### src/sv/crp_pkg.sv
`timescale 1ns / 1ps
// ----------------------------------------------------------------------------
// crp_pkg
// Types, constants and arithmetic helpers for the Catmull-Rom path follower.
// ----------------------------------------------------------------------------
package crp_pkg;

    localparam int MAX_POINTS = 8;
    localparam int PT_IDX_W   = $clog2(MAX_POINTS);
    localparam int COORD_W    = 16;
    localparam int ACC_W      = 22;          // horner accumulator
    localparam int T_W        = 17;          // curve parameter, Q1.16
    localparam int MUL_CNT_W  = $clog2(T_W); // serial multiplier bit counter
    localparam int CNT_W      = 4;           // point count register
    localparam int RATE_W     = 16;
    localparam int DT_W       = 16;
    localparam int CFG_W      = 16;

    localparam logic [T_W-1:0]   T_ONE      = T_W'(65536);
    localparam logic [RATE_W-1:0] RATE_RST  = RATE_W'(256);
    localparam logic [CNT_W-1:0] CNT_RST    = CNT_W'(8);
    localparam logic [CNT_W-1:0] CNT_MIN    = CNT_W'(4);
    localparam logic [CNT_W-1:0] CNT_MAX    = CNT_W'(MAX_POINTS);

    typedef enum logic [1:0] {
        REQ_WRITE = 2'd0,
        REQ_START = 2'd1,
        REQ_TICK  = 2'd2,
        REQ_NONE  = 2'd3
    } t_req_type;

    typedef enum logic {
        CFG_RATE  = 1'b0,
        CFG_COUNT = 1'b1
    } t_cfg_idx;

    typedef struct packed {
        t_req_type                   req_type;
        logic [2:0]                  point_index;
        logic signed [COORD_W-1:0]   point_x;
        logic signed [COORD_W-1:0]   point_y;
        logic signed [COORD_W-1:0]   point_z;
        logic [DT_W-1:0]             tick_dt;
    } t_in;

    typedef struct packed {
        logic signed [COORD_W-1:0]   pos_x;
        logic signed [COORD_W-1:0]   pos_y;
        logic signed [COORD_W-1:0]   pos_z;
        logic                        in_flight;
        logic                        path_done;
        logic [2:0]                  segment_now;
    } t_out;

    typedef struct packed {
        logic signed [COORD_W-1:0]   x;
        logic signed [COORD_W-1:0]   y;
        logic signed [COORD_W-1:0]   z;
    } t_point;

    typedef struct packed {
        logic                        start;
        logic signed [ACC_W-1:0]     mcand;
        logic [T_W-1:0]              mplier;
    } t_mul_req;

    typedef struct packed {
        logic                        busy;
        logic                        done;
        logic signed [ACC_W-1:0]     hi;
        logic [T_W-1:0]              lo;
    } t_mul_res;

    typedef struct packed {
        logic signed [ACC_W-1:0]     a0;
        logic signed [ACC_W-1:0]     a1;
        logic signed [ACC_W-1:0]     a2;
        logic signed [ACC_W-1:0]     a3;
    } t_coef;

    function automatic logic signed [ACC_W-1:0] sx(input logic signed [COORD_W-1:0] v);
        return {{(ACC_W-COORD_W){v[COORD_W-1]}}, v};
    endfunction

    function automatic t_coef crp_coef(input logic signed [COORD_W-1:0] q0,
                                       input logic signed [COORD_W-1:0] q1,
                                       input logic signed [COORD_W-1:0] q2,
                                       input logic signed [COORD_W-1:0] q3);
        t_coef c;
        logic signed [ACC_W-1:0] e0, e1, e2, e3;
        e0 = sx(q0);
        e1 = sx(q1);
        e2 = sx(q2);
        e3 = sx(q3);
        c.a0 = e1 <<< 1;
        c.a1 = e2 - e0;
        c.a2 = (e0 <<< 1) - (e1 <<< 2) - e1 + (e2 <<< 2) - e3;
        c.a3 = e1 + (e1 <<< 1) - e0 - e2 - (e2 <<< 1) + e3;
        return c;
    endfunction

    function automatic logic [CNT_W-1:0] clamp_idx(input logic [CNT_W-1:0] i,
                                                   input logic [CNT_W-1:0] n);
        return (i > n - CNT_W'(1)) ? n - CNT_W'(1) : i;
    endfunction

    // round half up, then saturate to the coordinate range
    function automatic logic signed [COORD_W-1:0] round_sat(input logic signed [ACC_W-1:0] p);
        logic signed [ACC_W-1:0] v;
        v = (p + ACC_W'(1)) >>> 1;
        if (v > sx({1'b0, {(COORD_W-1){1'b1}}}))
            return {1'b0, {(COORD_W-1){1'b1}}};
        else if (v < sx({1'b1, {(COORD_W-1){1'b0}}}))
            return {1'b1, {(COORD_W-1){1'b0}}};
        else
            return v[COORD_W-1:0];
    endfunction

endpackage

### src/sv/crp_ser_mul.sv
`timescale 1ns / 1ps
// ----------------------------------------------------------------------------
// crp_ser_mul
// Radix-2 shift-add multiplier: signed multiplicand times unsigned multiplier,
// one multiplier bit per cycle, product bits shifted out low end first.
// ----------------------------------------------------------------------------
module crp_ser_mul (
    input  logic              i_clk,
    input  logic              i_rst_n,
    input  crp_pkg::t_mul_req i_req,
    output crp_pkg::t_mul_res o_res
);
    import crp_pkg::*;

    logic                    r_run;
    logic                    r_done;
    logic [MUL_CNT_W-1:0]    r_cnt;
    logic signed [ACC_W-1:0] r_m;
    logic signed [ACC_W-1:0] r_acc;
    logic [T_W-1:0]          r_b;
    logic [T_W-1:0]          r_lo;
    logic signed [ACC_W:0]   sum;

    always_comb begin
        sum = {r_acc[ACC_W-1], r_acc} + (r_b[0] ? {r_m[ACC_W-1], r_m} : '0);
    end

    always_ff @(posedge i_clk) begin
        if (!i_rst_n) begin
            r_run  <= 1'b0;
            r_done <= 1'b0;
            r_cnt  <= '0;
        end else begin
            r_done <= r_run && (r_cnt == MUL_CNT_W'(T_W - 1));
            if (r_run) begin
                r_cnt <= r_cnt + MUL_CNT_W'(1);
                if (r_cnt == MUL_CNT_W'(T_W - 1)) begin
                    r_run <= 1'b0;
                end
            end else if (i_req.start) begin
                r_run <= 1'b1;
                r_cnt <= '0;
            end
        end
    end

    always_ff @(posedge i_clk) begin
        if (r_run) begin
            r_acc <= sum[ACC_W:1];
            r_lo  <= {sum[0], r_lo[T_W-1:1]};
            r_b   <= r_b >> 1;
        end else if (i_req.start) begin
            r_m   <= i_req.mcand;
            r_b   <= i_req.mplier;
            r_acc <= '0;
        end
    end

    assign o_res.busy = r_run;
    assign o_res.done = r_done;
    assign o_res.hi   = r_acc;
    assign o_res.lo   = r_lo;

endmodule

### src/sv/crp_pt_store.sv
`timescale 1ns / 1ps
// ----------------------------------------------------------------------------
// crp_pt_store
// Control point memory: one write port, one registered read port.
// ----------------------------------------------------------------------------
module crp_pt_store (
    input  logic                            i_clk,
    input  logic                            i_we,
    input  logic [crp_pkg::PT_IDX_W-1:0]    i_waddr,
    input  crp_pkg::t_point                 i_wdata,
    input  logic [crp_pkg::PT_IDX_W-1:0]    i_raddr,
    output crp_pkg::t_point                 o_rdata
);
    import crp_pkg::*;

    t_point r_mem [MAX_POINTS];
    t_point r_rdata;

    always_ff @(posedge i_clk) begin
        if (i_we) begin
            r_mem[i_waddr] <= i_wdata;
        end
        r_rdata <= r_mem[i_raddr];
    end

    assign o_rdata = r_rdata;

endmodule

### src/sv/catmull_rom_path_follower.sv
`timescale 1ns / 1ps
// ----------------------------------------------------------------------------
// catmull_rom_path_follower
// Moves a point along a stored path by uniform Catmull-Rom interpolation.
// ----------------------------------------------------------------------------
// write, start and idle ticks give their result in the cycle after the request;
// a flying tick runs the increment multiply, the point fetch, then for each
// coordinate a load and three serial multiplies, then a final output step,
// using the one bit-serial multiplier shared by all products
// one request at a time; the result strobe lasts one cycle and cannot be held
// synchronous active-low reset: flight state cleared, registers to defaults,
// point memory not cleared
module catmull_rom_path_follower (
    input  logic                    i_clk,
    input  logic                    i_rst_n,
    input  logic                    i_start,
    output logic                    o_busy,
    input  crp_pkg::t_in            i_req,
    output logic                    o_valid,
    output crp_pkg::t_out           o_res,
    input  logic                    i_cfg_we,
    input  logic                    i_cfg_addr,
    input  logic [crp_pkg::CFG_W-1:0] i_cfg_wdata
);
    import crp_pkg::*;

    typedef enum logic [5:0] {
        S_IDLE  = 6'b000001,
        S_INC   = 6'b000010,
        S_FETCH = 6'b000100,
        S_LOAD  = 6'b001000,
        S_MUL   = 6'b010000,
        S_FIN   = 6'b100000
    } t_state;

    t_state                  r_state, n_state;
    logic [RATE_W-1:0]       r_rate;
    logic [CNT_W-1:0]        r_cnt;
    logic [T_W-1:0]          r_t, n_t;
    logic [2:0]              r_seg;
    logic                    r_fly;
    logic                    r_valid;
    t_out                    r_out;
    logic [2:0]              r_fk;
    logic [1:0]              r_step;
    logic [1:0]              r_coord;
    logic signed [ACC_W-1:0] r_p;
    t_point                  r_q [4];
    logic signed [COORD_W-1:0] r_pos [3];

    logic                    accept;
    t_mul_req                mul_req;
    t_mul_res                mul_res;
    t_point                  rd_pt;
    logic [PT_IDX_W-1:0]     raddr;
    logic [CNT_W-1:0]        n_pts;
    logic [CNT_W-1:0]        seg_ext;
    logic [CNT_W-1:0]        idx [4];
    logic [2:0]              fk_prev;
    logic signed [COORD_W-1:0] q [4];
    t_coef                   coef;
    logic signed [ACC_W-1:0] addc;
    logic signed [ACC_W:0]   prodq;
    logic signed [ACC_W-1:0] p_new;
    logic [30:0]             inc;
    logic [30:0]             tsum;

    assign accept = i_start && (r_state == S_IDLE);
    assign o_busy = (r_state != S_IDLE);

    // clamped point count and neighbour indices
    always_comb begin
        n_pts = r_cnt;
        if (r_cnt < CNT_MIN) n_pts = CNT_MIN;
        if (r_cnt > CNT_MAX) n_pts = CNT_MAX;
        seg_ext = {1'b0, r_seg};
        idx[0] = clamp_idx((r_seg == 3'd0) ? '0 : seg_ext - CNT_W'(1), n_pts);
        idx[1] = clamp_idx(seg_ext, n_pts);
        idx[2] = clamp_idx(seg_ext + CNT_W'(1), n_pts);
        idx[3] = clamp_idx(seg_ext + CNT_W'(2), n_pts);
        raddr  = idx[r_fk[1:0]][PT_IDX_W-1:0];
        fk_prev = r_fk - 3'd1;
    end

    // coordinate slice for the current axis
    always_comb begin
        for (int k = 0; k < 4; k++) begin
            case (r_coord)
                2'd0:    q[k] = r_q[k].x;
                2'd1:    q[k] = r_q[k].y;
                default: q[k] = r_q[k].z;
            endcase
        end
        coef = crp_coef(q[0], q[1], q[2], q[3]);
        case (r_step)
            2'd0:    addc = coef.a2;
            2'd1:    addc = coef.a1;
            default: addc = coef.a0;
        endcase
        // floor(p*t / 2^16) from the serial product
        prodq = {mul_res.hi, mul_res.lo[T_W-1]};
        p_new = ACC_W'(prodq + {addc[ACC_W-1], addc});
    end

    // increment and saturated parameter
    always_comb begin
        inc  = {mul_res.hi[ACC_W-1:0], mul_res.lo[T_W-1:8]};
        tsum = {14'd0, r_t} + inc;
        n_t  = (tsum > {14'd0, T_ONE}) ? T_ONE : tsum[T_W-1:0];
    end

    always_comb begin
        mul_req.start  = 1'b0;
        mul_req.mcand  = r_p;
        mul_req.mplier = r_t;
        if (accept && i_req.req_type == REQ_TICK && r_fly) begin
            mul_req.start  = 1'b1;
            mul_req.mcand  = ACC_W'(r_rate);
            mul_req.mplier = T_W'(i_req.tick_dt);
        end else if (r_state == S_LOAD) begin
            mul_req.start = 1'b1;
            mul_req.mcand = coef.a3;
        end else if (r_state == S_MUL && mul_res.done && r_step != 2'd2) begin
            mul_req.start = 1'b1;
            mul_req.mcand = p_new;
        end
    end

    always_comb begin
        n_state = r_state;
        unique case (r_state)
            S_IDLE:  if (accept && i_req.req_type == REQ_TICK && r_fly) n_state = S_INC;
            S_INC:   if (mul_res.done) n_state = S_FETCH;
            S_FETCH: if (r_fk == 3'd4) n_state = S_LOAD;
            S_LOAD:  n_state = S_MUL;
            S_MUL:   begin
                if (mul_res.done && r_step == 2'd2)
                    n_state = (r_coord == 2'd2) ? S_FIN : S_LOAD;
            end
            S_FIN:   n_state = S_IDLE;
            default: n_state = S_IDLE;
        endcase
    end

    always_ff @(posedge i_clk) begin
        if (!i_rst_n) begin
            r_state <= S_IDLE;
            r_rate  <= RATE_RST;
            r_cnt   <= CNT_RST;
            r_t     <= '0;
            r_seg   <= '0;
            r_fly   <= 1'b0;
            r_valid <= 1'b0;
        end else begin
            r_state <= n_state;
            r_valid <= (accept && !(i_req.req_type == REQ_TICK && r_fly)) ||
                       (r_state == S_FIN);
            if (i_cfg_we) begin
                unique case (t_cfg_idx'(i_cfg_addr))
                    CFG_RATE:  r_rate <= i_cfg_wdata[RATE_W-1:0];
                    CFG_COUNT: r_cnt  <= i_cfg_wdata[CNT_W-1:0];
                    default:   ;
                endcase
            end
            if (accept && i_req.req_type == REQ_START) begin
                r_seg <= '0;
                r_t   <= '0;
                r_fly <= 1'b1;
            end
            if (r_state == S_INC && mul_res.done) begin
                r_t <= n_t;
            end
            if (r_state == S_FIN) begin
                if (r_t >= T_ONE) begin
                    if (seg_ext >= n_pts - CNT_W'(3)) begin
                        r_fly <= 1'b0;
                    end else begin
                        r_seg <= r_seg + 3'd1;
                        r_t   <= '0;
                    end
                end
            end
        end
    end

    // datapath registers
    always_ff @(posedge i_clk) begin
        if (accept) begin
            r_out.pos_x       <= '0;
            r_out.pos_y       <= '0;
            r_out.pos_z       <= '0;
            r_out.path_done   <= 1'b0;
            r_out.in_flight   <= r_fly || (i_req.req_type == REQ_START);
            r_out.segment_now <= (i_req.req_type == REQ_START) ? 3'd0 : r_seg;
        end
        if (r_state == S_INC) begin
            r_fk <= '0;
        end
        if (r_state == S_FETCH) begin
            r_fk <= r_fk + 3'd1;
            if (r_fk != 3'd0) r_q[fk_prev[1:0]] <= rd_pt;
            r_coord <= '0;
        end
        if (r_state == S_LOAD) begin
            r_p    <= coef.a3;
            r_step <= '0;
        end
        if (r_state == S_MUL && mul_res.done) begin
            if (r_step == 2'd2) begin
                r_pos[r_coord] <= round_sat(p_new);
                r_coord        <= r_coord + 2'd1;
            end else begin
                r_p    <= p_new;
                r_step <= r_step + 2'd1;
            end
        end
        if (r_state == S_FIN) begin
            r_out.pos_x <= r_pos[0];
            r_out.pos_y <= r_pos[1];
            r_out.pos_z <= r_pos[2];
            if (r_t >= T_ONE) begin
                if (seg_ext >= n_pts - CNT_W'(3)) begin
                    r_out.in_flight   <= 1'b0;
                    r_out.path_done   <= 1'b1;
                    r_out.segment_now <= r_seg;
                end else begin
                    r_out.in_flight   <= 1'b1;
                    r_out.path_done   <= 1'b0;
                    r_out.segment_now <= r_seg + 3'd1;
                end
            end else begin
                r_out.in_flight   <= 1'b1;
                r_out.path_done   <= 1'b0;
                r_out.segment_now <= r_seg;
            end
        end
    end

    crp_ser_mul u_mul (
        .i_clk   (i_clk),
        .i_rst_n (i_rst_n),
        .i_req   (mul_req),
        .o_res   (mul_res)
    );

    crp_pt_store u_store (
        .i_clk   (i_clk),
        .i_we    (accept && i_req.req_type == REQ_WRITE),
        .i_waddr (i_req.point_index[PT_IDX_W-1:0]),
        .i_wdata ({i_req.point_x, i_req.point_y, i_req.point_z}),
        .i_raddr (raddr),
        .o_rdata (rd_pt)
    );

    assign o_valid = r_valid;
    assign o_res   = r_out;

    a_quick_result: assert property (@(posedge i_clk) disable iff (!i_rst_n)
        (accept && !(i_req.req_type == REQ_TICK && r_fly)) |=> o_valid)
        else $error("request without flying tick gave no result");

    a_done_ends_flight: assert property (@(posedge i_clk) disable iff (!i_rst_n)
        (o_valid && o_res.path_done) |-> (!o_res.in_flight && !r_fly))
        else $error("path done while still flying");

    a_mul_active: assert property (@(posedge i_clk) disable iff (!i_rst_n)
        (r_state == S_MUL || r_state == S_INC) |-> (mul_res.busy || mul_res.done))
        else $error("waiting on an idle multiplier");

endmodule

### config.mk
export PLATFORM = sky130hd
export DESIGN_NAME = catmull_rom_path_follower
export DESIGN_NICKNAME = d
export VERILOG_FILES = /design/src/sv/crp_pkg.sv /design/src/sv/crp_ser_mul.sv /design/src/sv/crp_pt_store.sv /design/src/sv/catmull_rom_path_follower.sv
export SDC_FILE = /design/constraint.sdc
export NUM_CORES = 2
export LEC_CHECK = 0
export ABC_AREA = 1
export BUFFER_PORTS_ARGS = -buffer_cell sky130_fd_sc_hd__buf_2
export CAP_MARGIN = 10
export CORE_AREA = 5 5 428 430
export CTS_CLUSTER_SIZE = 14
export DETAILED_ROUTE_END_ITERATION = 6
export DIE_AREA = 0 0 433 435
export PLACE_DENSITY = 0.47
export SYNTH_ARGS = -nofsm -noshare
export SYNTH_HDL_FRONTEND = slang
export SYNTH_SLANG_ARGS = --single-unit
### constraint.sdc
create_clock -name i_clk -period 8.7 [get_ports i_clk]
set_clock_uncertainty 0.15 [all_clocks]
set_input_delay 1.74 -clock i_clk [delete_from_list [all_inputs] [get_ports i_clk]]
set_output_delay 1.74 -clock i_clk [all_outputs]
set_load 0.005 [all_outputs]
### After elaboration in Yosys (flattened, before gate mapping)

Memory sizes are Yosys's and may differ from the RTL's. A register that Yosys moved wholly into a read port is not among the register bits.
Cells that the tools add are included.
Widths: inputs -> output; s select.

| word-level totals | value |
|---|---|
| bits in latches | 0 |
| output and inout port bits | 55 |
| memories | 3 |
| bits in writable memories | 624 |
| flip-flop bits (word level) | 215 |
| word-level logic and storage cells | 193 |
| ROM bits | 0 |

Memory list:

| memory | words | bits a word | rd ports | clocked after Yosys merged registers in | wr ports | line | source |
|---|---|---|---|---|---|---|---|
| u_store.r_mem | 8 | 48 | 1 | 1 | 1 | crp_pt_store.sv:16 | `t_point r_mem [MAX_POINTS];` |
| r_q | 4 | 48 | 4 | 0 | 1 | catmull_rom_path_follower.sv:48 | `t_point r_q [4];` |
| r_pos | 3 | 16 | 3 | 0 | 1 | catmull_rom_path_follower.sv:49 | `logic signed [COORD_W-1:0] r_pos [3];` |

| operators by class | value |
|---|---|
| equal/unequal tests | 20 |
| $add $sub $neg | 25 |
| divide/modulo/power cells | 0 |
| mux-type cells | 77 |
| shift-type cells | 0 |
| reduce and logical (&&, ||, !) cells | 27 |
| $mul | 0 |
| magnitude comparators | 12 |
| bitwise gates (word level) | 3 |

Operator list:

| kind | count |
|---|---|
| $pmux 16 s2 | 4 |
| $mux 17 | 7 |
| $mux 22 | 5 |
| $mux 53 | 2 |
| $mux 16 | 6 |
| $mux 23 | 4 |
| $pmux 22 s2 | 1 |
| $sub 19x16->20 | 2 |
| $add 17x31->31 | 1 |
| $gt 31x17->1 const B | 1 |
| $mux 6 | 5 |
| $pmux 6 s5 | 1 |
| $mux 4 | 7 |
| $mux 3 | 9 |
| $add 23x23->23 | 1 |
| $add 21x16->22 | 1 |
| $add 22x2->22 const B | 1 |
| $add 22x22->22 | 1 |
| $sub 21x16->22 | 1 |
| $add 20x18->21 | 1 |
| $gt 21x16->1 const B | 1 |
| $lt 21x16->1 const B | 1 |
| $sub 20x17->21 | 1 |
| $mux 5 | 4 |
| other kinds (47) | 96 |

### Logic depth before layout (Yosys ltp)

| logic depth | value |
|---|---|
| word-level depth | 14 |
| depth in mapped cells | 48 |
| mapped depth without buffers | 45 |

### Modules after synthesis

A second synthesis with hierarchy kept.

| unflattened totals | value |
|---|---|
| cell total of the unflattened synthesis | 5141 |
| area, all modules | 47141.5 µm² |

By module, submodules not included:

| module | sequential area each (µm²) | times used | area an instance (µm²) | cells an instance |
|---|---|---|---|---|
| catmull_rom_path_follower | 10369.9 | 1 | 24676.2 | 2844 |
| crp_pt_store | 12492.0 | 1 | 17670.7 | 1725 |
| crp_ser_mul | 2472.4 | 1 | 4794.6 | 572 |

### Least setup slack after synthesis

Ideal clock, no wire load.

| timing | value |
|---|---|
| path type | register -> register |
| start | reg r_coord[1] |
| end | mem r_pos[0][10] (data pin) |
| period minus slack after synthesis | 7.124 ns |
| required time | 8.289 ns |
| data arrival time | 6.713 ns |
| setup slack | 1.576 ns |
| library setup time | 0.261 ns |
| buffers on the path | 3 |
| cell stages (with the launch flop) | 46 |
| cell sequence | dfxtp_1 -> inv_1 -> ha_1 -> clkbuf_1 -> buf_1 -> a22o_1 -> a21oi_1 -> xor2_1 -> ha_1 -> a21o_1 -> fa_1 -> inv_1 -> fa_1 -> inv_1 -> fa_1 -> nand2_1 -> nand2_1 -> o21ai_0 -> [... 10 more ...] -> inv_1 -> nand2_1 -> nand3_1 -> a21oi_1 -> nand2_1 -> nand2_1 -> nand2_2 -> nor2_2 -> nand3_1 -> nor2_2 -> nand3_1 -> nand2_1 -> nand2_1 -> nor2_1 -> nand3_1 -> nand2_4 -> buf_6 -> nand2_1 |

| on the way | value |
|---|---|
| word-level cells in the longest chain between the ends | 14 |
| elaborated cells on any way between the ends | 20 |
| classes of those cells | add/sub: 7; order compare: 2; eq/ne: 1; mux: 9; reduce/logical: 1 |

RTL lines:

| item | line | source |
|---|---|---|
| start: declaration | catmull_rom_path_follower.sv:46 | `logic [1:0] r_coord;` |
| start signal: assignment | catmull_rom_path_follower.sv:211 | `r_coord <= r_coord + 2'd1;` |
| $eq 2x1->1 / $logic_not 2->1 (equally long branches) | catmull_rom_path_follower.sv:88 | `case (r_coord)` |
| $pmux 16 s2 | catmull_rom_path_follower.sv:88 |  |
| $sub 17x18->19 | crp_pkg.sv:97 | `c.a2 = (e0 <<< 1) - (e1 <<< 2) - e1 + (e2 <<< 2) - e3;` |
| $sub 19x16->20 | crp_pkg.sv:97 |  |
| $add 20x18->21 | crp_pkg.sv:97 |  |
| $sub 21x16->22 | crp_pkg.sv:97 |  |
| $pmux 22 s2 (*) | catmull_rom_path_follower.sv:95 | `case (r_step)` |
| $add 22x22->22 (*) | catmull_rom_path_follower.sv:102 | `p_new = ACC_W'(prodq + {addc[ACC_W-1], addc});` |
| $add 22x2->22 (*) | crp_pkg.sv:110 | `v = (p + ACC_W'(1)) >>> 1;` |
| $lt 21x16->1 | crp_pkg.sv:113 | `else if (v < sx({1'b1, {(COORD_W-1){1'b0}}}))` |
| $mux 16 | crp_pkg.sv:113 |  |
| $mux 16 (*) | crp_pkg.sv:111 | `if (v > sx({1'b0, {(COORD_W-1){1'b1}}}))` |
| $mux 16 (*) | catmull_rom_path_follower.sv:209 | `if (r_step == 2'd2) begin` |
| $mux 16 (*) | catmull_rom_path_follower.sv:208 | `if (r_state == S_MUL && mul_res.done) begin` |
| end: declaration | catmull_rom_path_follower.sv:49 |  |

Mark *: on every way between the ends. The rest lies on a longest branch, timed or not. The select of a mux whose other input is x is not followed.

### Final worst setup path

| timing | value |
|---|---|
| start | reg r_coord[1] |
| end | mem r_pos[2][0] (data pin) |

Same word-level chain as after synthesis.

==> reports/metrics.cfg <==
[sta]
finalCritPeriodShare_pct=91.4
post-route-min-period_ns=7.95
rsz0062_at_grt=false
setup_viol=0
max_freq_mhz=126
maxSlewHeadroom_pct=29.0
fin_setup_tns_ns=0
hold_viol_final=0
worst_pin_slew_ns=1.07
slew_viol_final=0

[yosys]
synth_area_leaders=edfxtp_1, nand2_1, dfxtp_1
ys_top_cells_by_count=edfxtp_1, nand2_1, inv_1
seq_area_frac_synth_pct=56.6
yosysMostFrequentCell=edfxtp_1
yosysWarnings=0
synth-edff-count=749
syn_inst=4328
synthFlopType=edfxtp_1
synth_area_um2=44400
synth.distinct_cells=58
syn_area_per_cell_um2=10.3
ys_seq_elements=879
netlist.top_cell.by_area=edfxtp_1
synth_top_area_share_pct=50.7
ys_async_sr_fraction_pct=0

[layout]
fin_nets=4834
area.growth.synth_to_final_pct=16.0
drive_gt1_share_pct=10.7

[place]
hpwl_mm=88.3
routabilityCongestion=0.880
io_buffer_count=144

[floorplan]
die_w_um=433
rows=156
io_pins=145
die_area_um2=188000
initial_core_util_pct=24.7
die_h_um=435
coreArea_um2=179000

[power_and_ir_drop]
power_density_nw_per_um2=177
finalPower_uw=9120
leakagePower_uw=0.0205
vdd_drop_max_uv=151

[routing]
wl_per_cell_um=18.5
vias=31146
final_antenna_net_count=0
dr.pass1.iters=5
drcViolationCount=0
drt_iter0_drc=2013
routed_wl_mm=128
viasPerCell=4.50

[global_routing]
grt_pass1_vias=31024
grt_max_degree=99
overflow=0
grt_antenna_before_repair=18
grt_pass1_wl_mm=194
grtUsageTotal_pct=13.3

[clock_network]
cts_buffers=94
clkTransAtPathRegs_ns=0.06
h-tree-depth=3
clock-root-buffer=clkbuf_16
clockBufferDepth=3
ctsHoldBuffers=0
numClockSinks=879
cts_tree=built
clkLatencyLatePin_ns=0.73

[setup_path]
critPathMaxFanout=50
cp-start-kind=register
cp.arrival_ns=8.24
reg2reg_from=r_coord[1]
critPathKind=register to register
critPathLaunch=r_coord[1]
cpPeakStageDelay_ns=0.60
slowest_stage=fa_1
crit_top_cell=a21oi_1
endpoint_kind=register
cp.required_ns=8.99

[run_status]
status=completed

[worst_hold_path]
hold_class=register to register
min_from=u_mul.r_lo[12]

[job]
maxCapViolCount=0

[path summary, 6_finish.rpt]
path	end	slack (ns)	cells past startpoint
max	r_pos[2][0]	0.75	35
min	u_mul.r_lo[11]	0.30	0
max reg2reg	r_pos[2][0]	0.75	35
min reg2reg	u_mul.r_lo[11]	0.30	0
[per-stage QoR]
stage / instance area, um^2 / setup WS, ns / util, % / hold WS, ns / std cells
after global routing: 51400 / 0.0544 / 28.7 / 0.324 / 6915
after floorplan: 44400 / 1.58 / - / 0.274 / 4330
after detailed placement: 48000 / 0.554 / 26.7 / 0.291 / 6736
after CTS: 51400 / 0.518 / 28.6 / 0.305 / 6911
final: 51400 / 0.750 / 28.7 / 0.303 / 6922
after global placement: 48000 / 0.656 / 26.7 / 0.289 / 6736
[cells in the final DEF (no fill, tap or decap), drive strengths merged, types with 16 or more instances in the layout]
master,instances
ha,169
nor3,34
clkinv,41
nand4,44
nand3,167
edfxtp,749
o22ai,103
a21oi,463
dfxtp,130
fa,110
o211ai,17
xnor2,26
buf,197
bufinv,16
clkbuf,115
o21ai,343
nor2,300
nand2,785
inv,530
xor2,33
a22o,62
a31oi,23
[final cells by class]
class	instances	area [um^2]
Tap cell	2370	2970
Multi-Input combinational cell	2763	16800
Clock buffer	115	2540
Fill cell	18714	128000
Inverter	530	1990
Clock inverter	60	847
Timing Repair Buffer	197	1170
Antenna cell	8	20.0
Sequential cell	879	25100
[worst max-delay path, delay by kind of cell (launching register included)]
kind / cells / cell delay [ns]
adders and majority gates: 6 / 2.74
buffers and inverters: 4 / 0.55
DFF: 1 / 0.33
and+or+nand+nor: 11 / 1.34
AOI/OAI and AO/OA: 14 / 2.49
[logic make-up after synthesis]
| family | Yosys count | synth area share (%) |
|---|---|---|
| AOI/OAI and AO/OA | 1058 | 13.3 |
| muxes | 11 | 0.262 |
| DFF | 879 | 56.6 |
| buffers and inverters | 688 | 5.91 |
| and+or+nand+nor | 1353 | 13.1 |
| other | 1 | 0.00845 |
| xor gates and xnor gates | 59 | 1.16 |
| adders and majority gates | 279 | 9.73 |
[report_power, final]
group | internal (uW) | switching (uW) | leakage, uW | total, uW
clock | 2580 | 1770 | 0.00166 | 4350
combinational | 49.6 | 123 | 0.0109 | 172
sequential | 4580 | 21.1 | 0.00791 | 4600
total | 7210 | 1910 | 0.0205 | 9120
[per-layer routing]
layer	global-route usage, %	wire [um]	vias to the layer above
li1	-	-	15280
met1	18.1	59800	15109
met2	22.2	60500	568
met3	2.46	5290	173
met4	2.59	2350	16
met5	0	108	-
[state kept, by name, indices dropped and copies added, names as in the netlist, 16 cells and up]
name and count:
o_res 53, r_p 22, r_pos 48, r_q 192, r_rate 16, r_t 17
u_mul.r_acc 22, u_mul.r_b 17, u_mul.r_m 22, u_store.o_rdata 48, u_store.r_mem 384
[repair_timing]
item / in CTS / in global routing
hold endpoints to repair: 0 / 0
resized for setup: 0 / 6
setup buffers: 0 / 3
endpoints found under the setup margin: 0 / 46
No activity file was read; power rests on OpenSTA's default activity.
